===== config.mk =====
export PLATFORM = sky130hd
export DESIGN_NAME = card_number_luhn_classify_core
export DESIGN_NICKNAME = d
export VERILOG_FILES = /design/src/hw/rtl/cnlc_pkg.sv /design/src/hw/rtl/cnlc_ctrl.sv /design/src/hw/rtl/cnlc_dp.sv /design/src/hw/rtl/card_number_luhn_classify_core.sv
export SDC_FILE = /design/constraint.sdc
export NUM_CORES = 1
export LEC_CHECK = 0
export BUFFER_PORTS_ARGS = -buffer_cell sky130_fd_sc_hd__buf_2
export CAP_MARGIN = 10
export CORE_ASPECT_RATIO = 0.75
export CORE_UTILIZATION = 60
export CTS_BUF_LIST = sky130_fd_sc_hd__clkbuf_8 sky130_fd_sc_hd__clkbuf_16
export DETAILED_ROUTE_END_ITERATION = 10
export PLACE_DENSITY = 0.85
export RECOVER_POWER = 25
export SLEW_MARGIN = 20
export SYNTH_ARGS = -nofsm -noshare
export SYNTH_HDL_FRONTEND = slang
export SYNTH_SLANG_ARGS = --single-unit

===== constraint.sdc =====
create_clock -name clk -period 10.65 [get_ports clk]
set_input_delay 2.6625 -clock clk [delete_from_list [all_inputs] [get_ports clk]]
set_output_delay 2.6625 -clock clk [all_outputs]
set_load 0.005 [all_outputs]

===== src/hw/rtl/cnlc_pkg.sv =====
// ----------------------------------------------------------------------------
// cnlc_pkg
// Shared widths, constants and controller/datapath types of the mod-10
// card number check block.
// ----------------------------------------------------------------------------
package cnlc_pkg;

	localparam int ACC_W          = 63;
	localparam int CNT_W          = 5;
	localparam int KIND_W         = 2;
	localparam int DIGIT_W        = 4;
	localparam int MAX_DIGITS_DEF = 19;

	localparam logic [KIND_W-1:0] KIND_NONE = 2'd0;
	localparam logic [KIND_W-1:0] KIND_3X   = 2'd1;
	localparam logic [KIND_W-1:0] KIND_5X   = 2'd2;
	localparam logic [KIND_W-1:0] KIND_4X   = 2'd3;

	// leading digit pairs and lengths that select a kind
	localparam logic [DIGIT_W-1:0] LEAD_3     = 4'd3;
	localparam logic [DIGIT_W-1:0] SEC_4      = 4'd4;
	localparam logic [DIGIT_W-1:0] SEC_7      = 4'd7;
	localparam logic [DIGIT_W-1:0] LEAD_5     = 4'd5;
	localparam logic [DIGIT_W-1:0] SEC_LO_5X  = 4'd1;
	localparam logic [DIGIT_W-1:0] SEC_HI_5X  = 4'd5;
	localparam logic [DIGIT_W-1:0] LEAD_4     = 4'd4;
	localparam logic [CNT_W-1:0]   LEN_3X     = 5'd15;
	localparam logic [CNT_W-1:0]   LEN_5X     = 5'd16;
	localparam logic [CNT_W-1:0]   LEN_4X_A   = 5'd13;
	localparam logic [CNT_W-1:0]   LEN_4X_B   = 5'd16;
	localparam logic [CNT_W-1:0]   MAX_COUNT  = 5'd19;

	localparam int RADIX = 10;

	typedef struct packed {
		logic load;
		logic est_a;
		logic est_b;
		logic step;
		logic publish;
	} cmd_t;

	typedef struct packed {
		logic last;
	} sts_t;

endpackage


===== src/hw/rtl/cnlc_ctrl.sv =====
// ----------------------------------------------------------------------------
// cnlc_ctrl
// Sequencer: three passes of the divide-by-ten unit per digit, then a
// hand-off into the output register.
// ----------------------------------------------------------------------------
module cnlc_ctrl (
	input  logic          clk,
	input  logic          arst_n,
	input  logic          in_valid,
	output logic          in_stall,
	output logic          out_valid,
	input  logic          out_stall,
	input  cnlc_pkg::sts_t sts,
	output cnlc_pkg::cmd_t cmd
);

	typedef enum logic [2:0] {
		ST_IDLE,
		ST_EST_A,
		ST_EST_B,
		ST_STEP,
		ST_DONE
	} state_t;

	state_t state_q;
	logic   out_valid_q;
	logic   out_free;

	assign out_free  = !out_valid_q || !out_stall;
	assign in_stall  = (state_q != ST_IDLE);
	assign out_valid = out_valid_q;

	assign cmd.load    = (state_q == ST_IDLE) && in_valid;
	assign cmd.est_a   = (state_q == ST_EST_A);
	assign cmd.est_b   = (state_q == ST_EST_B);
	assign cmd.step    = (state_q == ST_STEP);
	assign cmd.publish = (state_q == ST_DONE) && out_free;

	always_ff @(posedge clk or negedge arst_n) begin
		if (!arst_n) begin
			state_q     <= ST_IDLE;
			out_valid_q <= 1'b0;
		end else begin
			unique case (state_q)
				ST_IDLE: begin
					if (in_valid) state_q <= ST_EST_A;
				end
				ST_EST_A: state_q <= ST_EST_B;
				ST_EST_B: state_q <= ST_STEP;
				ST_STEP: begin
					state_q <= sts.last ? ST_DONE : ST_EST_A;
				end
				ST_DONE: begin
					if (out_free) state_q <= ST_IDLE;
				end
				default: state_q <= ST_IDLE;
			endcase

			if (cmd.publish) begin
				out_valid_q <= 1'b1;
			end else if (out_valid_q && !out_stall) begin
				out_valid_q <= 1'b0;
			end
		end
	end

endmodule


===== src/hw/rtl/cnlc_dp.sv =====
// ----------------------------------------------------------------------------
// cnlc_dp
// Datapath: shift-add divide-by-ten unit, running mod-10 digit sum, digit
// count, leading pair tracking and the output register.
// ----------------------------------------------------------------------------
module cnlc_dp #(
	parameter int MAX_DIGITS = cnlc_pkg::MAX_DIGITS_DEF
) (
	input  logic                         clk,
	input  logic                         arst_n,
	input  cnlc_pkg::cmd_t               cmd,
	output cnlc_pkg::sts_t               sts,
	input  logic [cnlc_pkg::ACC_W-1:0]   account_number,
	output logic                         check_passed,
	output logic [cnlc_pkg::KIND_W-1:0]  card_kind,
	output logic [cnlc_pkg::CNT_W-1:0]   digit_count
);

	localparam int ACC_W   = cnlc_pkg::ACC_W;
	localparam int CNT_W   = cnlc_pkg::CNT_W;
	localparam int KIND_W  = cnlc_pkg::KIND_W;
	localparam int DIGIT_W = cnlc_pkg::DIGIT_W;
	localparam int POS_W   = $clog2(MAX_DIGITS);

	logic [ACC_W-1:0]   rest_q;
	logic [ACC_W-1:0]   est_q;
	logic [POS_W-1:0]   pos_q;
	logic [DIGIT_W-1:0] tmod_q;
	logic [CNT_W-1:0]   cnt_q;
	logic [DIGIT_W-1:0] hi_q;
	logic [DIGIT_W-1:0] lo_q;
	logic [DIGIT_W-1:0] prev_q;

	logic               passed_q;
	logic [KIND_W-1:0]  kind_q;
	logic [CNT_W-1:0]   count_q;

	// quotient estimate, split over the two estimate passes
	logic [ACC_W-1:0] q1, q2, q3, q4, q5;
	logic [ACC_W-1:0] qe, qc, rem;
	logic [4:0]       r5;
	logic             fix;
	logic [DIGIT_W-1:0] dig;
	logic [4:0]       dbl, contrib, msum;
	logic [DIGIT_W-1:0] tmod_next;
	logic [KIND_W-1:0] kind_sel;

	always_comb begin
		q1 = (rest_q >> 1) + (rest_q >> 2);
		q2 = q1 + (q1 >> 4);
		q3 = q2 + (q2 >> 8);
		q4 = est_q + (est_q >> 16);
		q5 = q4 + (q4 >> 32);
	end

	// final pass: truncate estimate, remainder, single correction
	always_comb begin
		qe  = est_q >> 3;
		rem = rest_q - ((qe << 3) + (qe << 1));
		r5  = rem[4:0];
		fix = (r5 > 5'(cnlc_pkg::RADIX - 1));
		qc  = qe + ACC_W'(fix);
		dig = fix ? DIGIT_W'(r5 - 5'(cnlc_pkg::RADIX)) : r5[DIGIT_W-1:0];
	end

	// odd positions: double, then add the two decimal digits
	always_comb begin
		dbl = {dig, 1'b0};
		if (pos_q[0]) begin
			contrib = (dbl >= 5'(cnlc_pkg::RADIX)) ? dbl - 5'(cnlc_pkg::RADIX - 1) : dbl;
		end else begin
			contrib = {1'b0, dig};
		end
		msum      = {1'b0, tmod_q} + contrib;
		tmod_next = (msum >= 5'(cnlc_pkg::RADIX)) ? DIGIT_W'(msum - 5'(cnlc_pkg::RADIX))
		                                           : msum[DIGIT_W-1:0];
	end

	assign sts.last = (rest_q < ACC_W'(cnlc_pkg::RADIX)) ||
	                  (pos_q == POS_W'(MAX_DIGITS - 1));

	always_comb begin
		if (tmod_q != '0) begin
			kind_sel = cnlc_pkg::KIND_NONE;
		end else if (hi_q == cnlc_pkg::LEAD_3 &&
		             (lo_q == cnlc_pkg::SEC_4 || lo_q == cnlc_pkg::SEC_7) &&
		             cnt_q == cnlc_pkg::LEN_3X) begin
			kind_sel = cnlc_pkg::KIND_3X;
		end else if (hi_q == cnlc_pkg::LEAD_5 && lo_q >= cnlc_pkg::SEC_LO_5X &&
		             lo_q <= cnlc_pkg::SEC_HI_5X && cnt_q == cnlc_pkg::LEN_5X) begin
			kind_sel = cnlc_pkg::KIND_5X;
		end else if (hi_q == cnlc_pkg::LEAD_4 &&
		             (cnt_q == cnlc_pkg::LEN_4X_A || cnt_q == cnlc_pkg::LEN_4X_B)) begin
			kind_sel = cnlc_pkg::KIND_4X;
		end else begin
			kind_sel = cnlc_pkg::KIND_NONE;
		end
	end

	always_ff @(posedge clk or negedge arst_n) begin
		if (!arst_n) begin
			rest_q   <= '0;
			est_q    <= '0;
			pos_q    <= '0;
			tmod_q   <= '0;
			cnt_q    <= '0;
			hi_q     <= '0;
			lo_q     <= '0;
			prev_q   <= '0;
			passed_q <= 1'b0;
			kind_q   <= '0;
			count_q  <= '0;
		end else begin
			if (cmd.load) begin
				rest_q <= account_number;
				pos_q  <= '0;
				tmod_q <= '0;
				cnt_q  <= CNT_W'(1);
				hi_q   <= '0;
				lo_q   <= '0;
				prev_q <= '0;
			end
			if (cmd.est_a) est_q <= q3;
			if (cmd.est_b) est_q <= q5;
			if (cmd.step) begin
				rest_q <= qc;
				pos_q  <= pos_q + POS_W'(1);
				tmod_q <= tmod_next;
				prev_q <= dig;
				if (dig != '0) begin
					cnt_q <= CNT_W'(pos_q) + CNT_W'(1);
					hi_q  <= dig;
					lo_q  <= prev_q;
				end
			end
			if (cmd.publish) begin
				passed_q <= (tmod_q == '0);
				kind_q   <= kind_sel;
				count_q  <= cnt_q;
			end
		end
	end

	assign check_passed = passed_q;
	assign card_kind    = kind_q;
	assign digit_count  = count_q;

endmodule


===== src/hw/rtl/card_number_luhn_classify_core.sv =====
// ----------------------------------------------------------------------------
// card_number_luhn_classify_core
// Mod-10 digit check of a binary account number with digit count and
// card kind from the leading digits.
//
//   channel  signals                       payload
//   in       in_valid / in_stall           account_number
//   out      out_valid / out_stall         check_passed, card_kind, digit_count
//
// each digit examined (1 .. MAX_DIGITS of them) takes three passes of the
// divide-by-ten unit; a hand-off into the output register follows the last.
// one item at a time; the finished result sits in the output register and
// a new item may be taken while it waits to be read.
// reset needs no clearing pass; the block is ready the cycle after reset.
// ----------------------------------------------------------------------------
module card_number_luhn_classify_core #(
	parameter int MAX_DIGITS = cnlc_pkg::MAX_DIGITS_DEF
) (
	input  logic                        clk,
	input  logic                        arst_n,
	input  logic                        in_valid,
	output logic                        in_stall,
	input  logic [cnlc_pkg::ACC_W-1:0]  account_number,
	output logic                        out_valid,
	input  logic                        out_stall,
	output logic                        check_passed,
	output logic [cnlc_pkg::KIND_W-1:0] card_kind,
	output logic [cnlc_pkg::CNT_W-1:0]  digit_count
);

	cnlc_pkg::cmd_t cmd;
	cnlc_pkg::sts_t sts;

	cnlc_ctrl u_ctrl (
		.clk       (clk),
		.arst_n    (arst_n),
		.in_valid  (in_valid),
		.in_stall  (in_stall),
		.out_valid (out_valid),
		.out_stall (out_stall),
		.sts       (sts),
		.cmd       (cmd)
	);

	cnlc_dp #(
		.MAX_DIGITS (MAX_DIGITS)
	) u_dp (
		.clk            (clk),
		.arst_n         (arst_n),
		.cmd            (cmd),
		.sts            (sts),
		.account_number (account_number),
		.check_passed   (check_passed),
		.card_kind      (card_kind),
		.digit_count    (digit_count)
	);

endmodule


# == Yosys cells after proc, flatten, opt, wreduce, memory -nomap -nowiden ==
# Index checks and enable logic that the tools add are counted.
# classes
add_sub_neg,13
n_lt_le_gt_ge,6
eq_ne,15
muxes,32
reduce_logical,24
# ops
cell,n
63-bit two-way mux,4
62-bit by 61-bit adder with 63-bit output,1
63-bit by 31-bit adder with 63-bit output,1
63-bit by 47-bit adder with 63-bit output,1
63-bit by 55-bit adder with 63-bit output,1
63-bit by 59-bit adder with 63-bit output,1
63-bit by 4-bit less-than comparator with 1-bit output (second input constant),1
60-bit by 1-bit adder with 61-bit output,1
4-bit two-way mux,11
5-bit two-way mux,7
4-bit by 3-bit equality test with 1-bit output (second input constant),4
3-bit one-hot mux with 5 select lines,1
5-bit by 4-bit equality test with 1-bit output (second input constant),2
5-bit equality test (second input constant),2
5-bit by 4-bit greater-or-equal comparator with 1-bit output (second input constant),2
1-bit logical AND,9
3-bit two-way mux,3
2-bit two-way mux,4
4-bit nonzero test,2
4-bit subtractor (second input constant),2
3-bit by 2-bit equality test with 1-bit output (second input constant),2
2-bit nonzero test,3
4-bit by 5-bit adder with 5-bit output,1
5-bit by 1-bit adder with 5-bit output (second input constant),1
18 further kinds,23
# word_totals
register_bits,164
input_bits,67
out_inout_bits,10
word_cells,103

# == Longest topological paths before layout ==
# depth
ltp_word,11
mapped_depth,49
mapped_depth_nobuf,49

# == Modules after synthesis ==
# Synthesis repeated with hierarchy kept, for this count alone.
# hier_totals
cells_unflattened,3247
area_unflattened_um2,24936.4
# modules_own_cells
mod,n_inst,cells_each,area_each_um2,seq_area_each_um2
cnlc_dp,1,3224,24721.2,4003.8
cnlc_ctrl,1,23,215.2,100.1

# == Worst setup path after synthesis ==
# No wires, ideal clock.
# synth_path
path_kind,reg2reg
from,reg u_dp.rest_q[1]
to,reg u_dp.est_q[50]
setup_ps,124
arrival_ps,8031
t_required_ps,10526
slack_ps,2495
stages_incl_launch_ff,38
n_path_buf,0
period_less_slack_ps,8155
cell_sequence,dfrtp_1 ha_1 fa_1 nand2b_1 a21oi_2 o211ai_4 a31oi_4 inv_1 o21ai_0 a21boi_0 xnor2_1 ha_1 a21o_1 a221o_1 a31oi_1 o21ai_0 a21o_1 a311o_1 (+2 left out) xnor2_1 ha_1 and4_1 a221o_1 a221oi_1 o31ai_1 a211oi_1 and2_1 o31ai_2 a31oi_1 o311ai_2 a211o_2 and3_4 a21boi_4 o21bai_1 mux2i_1 a21oi_1 a211o_1
# synth_between
elab_chain_cells,5
# synth_lines
element,line_no,text
from (decl),cnlc_dp.sv:25,logic [ACC_W-1:0] rest_q;
from (signal assigned),cnlc_dp.sv:115,rest_q <= account_number;
from (signal assigned),cnlc_dp.sv:126,rest_q <= qc;
62-bit by 61-bit adder with 63-bit output,cnlc_dp.sv:49,q1 = (rest_q >> 1) + (rest_q >> 2);
63-bit by 59-bit adder with 63-bit output,cnlc_dp.sv:50,q2 = q1 + (q1 >> 4);
63-bit by 55-bit adder with 63-bit output,cnlc_dp.sv:51,q3 = q2 + (q2 >> 8);
63-bit two-way mux,cnlc_dp.sv:123,if (cmd.est_a) est_q <= q3;
63-bit two-way mux,cnlc_dp.sv:124,if (cmd.est_b) est_q <= q5;
to (signal assigned),cnlc_dp.sv:123,
to (signal assigned),cnlc_dp.sv:124,
to (decl),cnlc_dp.sv:26,logic [ACC_W-1:0] est_q;
# Every way passes these cells. The select of a mux whose other input is x is not followed.
# A chain may end at the register's enable or synchronous reset.

# == Worst setup path in the final report ==
# layout_path
from,reg u_dp.rest_q[3]
to,reg u_dp.est_q[56]
# The elaborated chain is that of the path after synthesis.

==> flow_summary.json <==
{
  "grt_max_degree": 94,
  "initial_core_util": 0.616,
  "place_hpwl_um": 73300,
  "clock_path_buffers": 2,
  "maxCapViolations": 2,
  "synth_top_family_by_area": "compound AO/OA/AOI/OAI gates",
  "ys_seq_elements": 164,
  "hold_buffers": 0,
  "end_kind": "register",
  "antennaDiodeCount": 0,
  "ios": 77,
  "synth-compound-area-share": 0.277,
  "vias_per_cell": 6.78,
  "htree_levels": 4,
  "ff2ff_setup_slack_ns": 0.70,
  "startpoint_type": "register",
  "gp_congestion": 1.06,
  "cp.arrival_ns": 10.21,
  "critPathRequiredTime_ns": 10.91,
  "path_class": "reg2reg",
  "synth.mux.area_fraction": 0.00994,
  "async_flop_share": 1.00,
  "crit_slowest_cell": "o311ai_0",
  "nFillCells": 3538,
  "numCtsBuffers": 17,
  "period_needed_ns": 9.95,
  "r2r_start": "u_dp.rest_q[3]",
  "rr_endpoint": "u_dp.est_q[56]",
  "hold_class": "reg2reg",
  "synth_edf_count": 0,
  "dr.pass1.iters": 8,
  "max_freq_mhz": 100,
  "multi_input_area_mm2": 0.0195,
  "post_drt_wl_per_cell_um": 24.1,
  "die_area_mm2": 0.0420,
  "holdPathStages": 1,
  "violations": "max-capacitance violations, max-slew violations",
  "rsz0062_at_grt": "no",
  "skew_ns": 0.0184,
  "syn_area_mm2": 0.0247,
  "grt_pass1_vias": 23500,
  "first_iter_violations": 3231,
  "ys_warn_count": 0,
  "clk_latency_ns": 0.46,
  "hold_start": "u_dp.card_kind[0]",
  "nets": 3643,
  "cts_root_buf": "clkbuf_16",
  "grt_usage": 0.425,
  "synth-xor-area-share": 0.131,
  "post_cts_buffers": 0,
  "maxSlewHeadroom": -2.37,
  "outcome": "finished, violations left",
  "crit_fanout": 6,
  "area.growth.synth_to_final_pct": 5.29,
  "die_w_um": 236,
  "setup_violations": 0,
  "cts_resized": 0,
  "core_mm2": 0.0400,
  "die-height_um": 178,
  "final_antenna_net_count": 0,
  "path_clk_slew_ns": 0.08,
  "cts.sinks": 164,
  "yosys.area_share.simple": 0.208,
  "ys_types": 119,
  "reg2reg_depth": 43,
  "maxSlewViolCount": 118,
  "whs_endpoint": "u_dp.card_kind[0]",
  "seq_area_mm2": 0.00410,
  "synth_fa_ha_area_frac": 0.163,
  "grt-ovfl-total": 0,
  "period_share": 0.934,
  "num_vias": 25700,
  "drive_above_1_share": 0.0663,
  "ys.flop_type": "dfrtp_1",
  "hold_viol_final": 0,
  "synth_cells": 3263,
  "grt_pass1_wl_um": 137000,
  "fin_setup_tns_ns": 0,
  "tightestPinTransition_ns": 5.05,
  "drc": 0,
  "postSynthAreaPerCell_um2": 7.56,
  "rows": 63,
  "cts_tree": "done",
  "max_stage_delay_ns": 0.58,
  "io_buffers": 76,
  "totalWireLength_um": 91500,
  "syn_nets": 3646,
  "ys_seq_area_frac": 0.166,
  "antenna_found_initial": 1
}
routing by layer:
layer	part of all wire	vias up	wire [µm]	global-route usage
li1	-	11700	-	-
met1	0.43	12200	39700	0.607
met2	0.39	1524	35700	0.596
met3	0.15	212	13400	0.148
met4	0.029	0	2690	0.122
met5	0	-	0	0
synth_stat cells, drive strengths merged, types with 17 or more instances:
| cell type | instances | share of area |
|---|---|---|
| a211oi | 19 | 0.0062 |
| a21boi | 19 | 0.0067 |
| a21o | 133 | 0.040 |
| a21oi | 288 | 0.060 |
| a22oi | 31 | 0.0096 |
| a31oi | 61 | 0.019 |
| and2 | 28 | 0.0072 |
| and3 | 35 | 0.0091 |
| buf | 25 | 0.0051 |
| clkbuf | 87 | 0.013 |
| dfrtp | 164 | 0.17 |
| ha | 309 | 0.16 |
| inv | 174 | 0.026 |
| nand2 | 390 | 0.060 |
| nand2b | 46 | 0.012 |
| nand3 | 105 | 0.022 |
| nand4 | 56 | 0.014 |
| nor2 | 241 | 0.037 |
| nor2b | 41 | 0.010 |
| nor3 | 55 | 0.013 |
| o211ai | 26 | 0.0087 |
| o21a | 38 | 0.012 |
| o21ai | 254 | 0.052 |
| o21bai | 40 | 0.012 |
| o31ai | 17 | 0.0061 |
| or3 | 19 | 0.0050 |
| xnor2 | 230 | 0.083 |
| xor2 | 129 | 0.047 |
how the worst max path moves through the flow:
| stage | startpoint | end | slack (ns) |
|---|---|---|---|
| 2_1_floorplan | u_dp.rest_q[1] | u_dp.est_q[50] | 2.49 |
| 3_3_place_gp | u_dp.rest_q[3] | u_dp.est_q[56] | 1.23 |
| 3_5_place_dp | u_dp.rest_q[3] | u_dp.est_q[56] | 1.00 |
| 4_1_cts | u_dp.rest_q[3] | u_dp.est_q[56] | 0.95 |
| 5_1_grt | u_dp.rest_q[3] | u_dp.est_q[56] | 0.11 |
| 6_report | u_dp.rest_q[3] | u_dp.est_q[56] | 0.70 |
worst max-delay path: cells and delay by family, from the launching register on:
family,cells,cell delay [ns]
xor gates and xnor gates,3,0.66
DFF,1,0.47
adders and majority gates,4,1.43
AOI/OAI and AO/OA,21,5.00
and+or+nand+nor,15,2.16
cells by family (layout without fill, tap and decap cells):
logic type      count (synthesis)  in the layout
simple gates                 1076           1076
compound gates               1034           1034
xor+xnor                      361            361
fa+ha+maj                     318            318
buf+inv                       287            296
flops                         164            164
mux                            23             23
cell usage in the layout (no fill, tap or decap), types with 18 or more instances in the layout:
| master | instances |
|---|---|
| a21o_1 | 133 |
| a21oi_1 | 279 |
| a22oi_1 | 30 |
| a31oi_1 | 54 |
| and2_1 | 26 |
| and3_1 | 34 |
| buf_2 | 74 |
| dfrtp_1 | 164 |
| ha_1 | 309 |
| inv_1 | 174 |
| nand2_1 | 386 |
| nand2b_1 | 44 |
| nand3_1 | 103 |
| nand4_1 | 55 |
| nor2_1 | 239 |
| nor2b_1 | 41 |
| nor3_1 | 49 |
| o211ai_1 | 24 |
| o21a_1 | 37 |
| o21ai_0 | 234 |
| o21ai_1 | 19 |
| o21bai_1 | 39 |
| or3_1 | 18 |
| xnor2_1 | 227 |
| xor2_1 | 126 |
flip-flops by register name, summed over array words and instances (netlist names):
signal             count
u_dp.check_passed      1
u_dp.card_kind         2
u_dp.pos_q             5
u_dp.lo_q              4
u_dp.cnt_q             5
u_ctrl.out_valid       1
u_dp.hi_q              4
u_dp.rest_q           63
u_ctrl.state_q         3
u_dp.tmod_q            4
u_dp.digit_count       5
u_dp.prev_q            4
u_dp.est_q            63
cell type report:
type                       count  share of cell area
multi-input combinational   2812               0.750
sequential                   164               0.158
timing repair buffer          90              0.0192
clock buffer                  17              0.0164
inverter                     175              0.0253
tap                          520              0.0250
clock inverter                14             0.00602
through the flow:
step                hold slack [ns]  cells  area (µm²)  worst slack, ns   util
global placement              0.457   3760       25400             1.23  0.634
CTS                           0.482   3791       26000            0.948  0.649
detailed placement            0.464   3760       25400             1.00  0.634
floorplan                     0.449   3263       24700             2.49      -
global route                  0.496   3792       26000            0.106  0.649
finish                        0.477   3792       26000            0.699  0.649
Power is left out: the tool's default activity adds up to more than one toggle a clock period on the data nets, which glitch-free logic cannot reach.
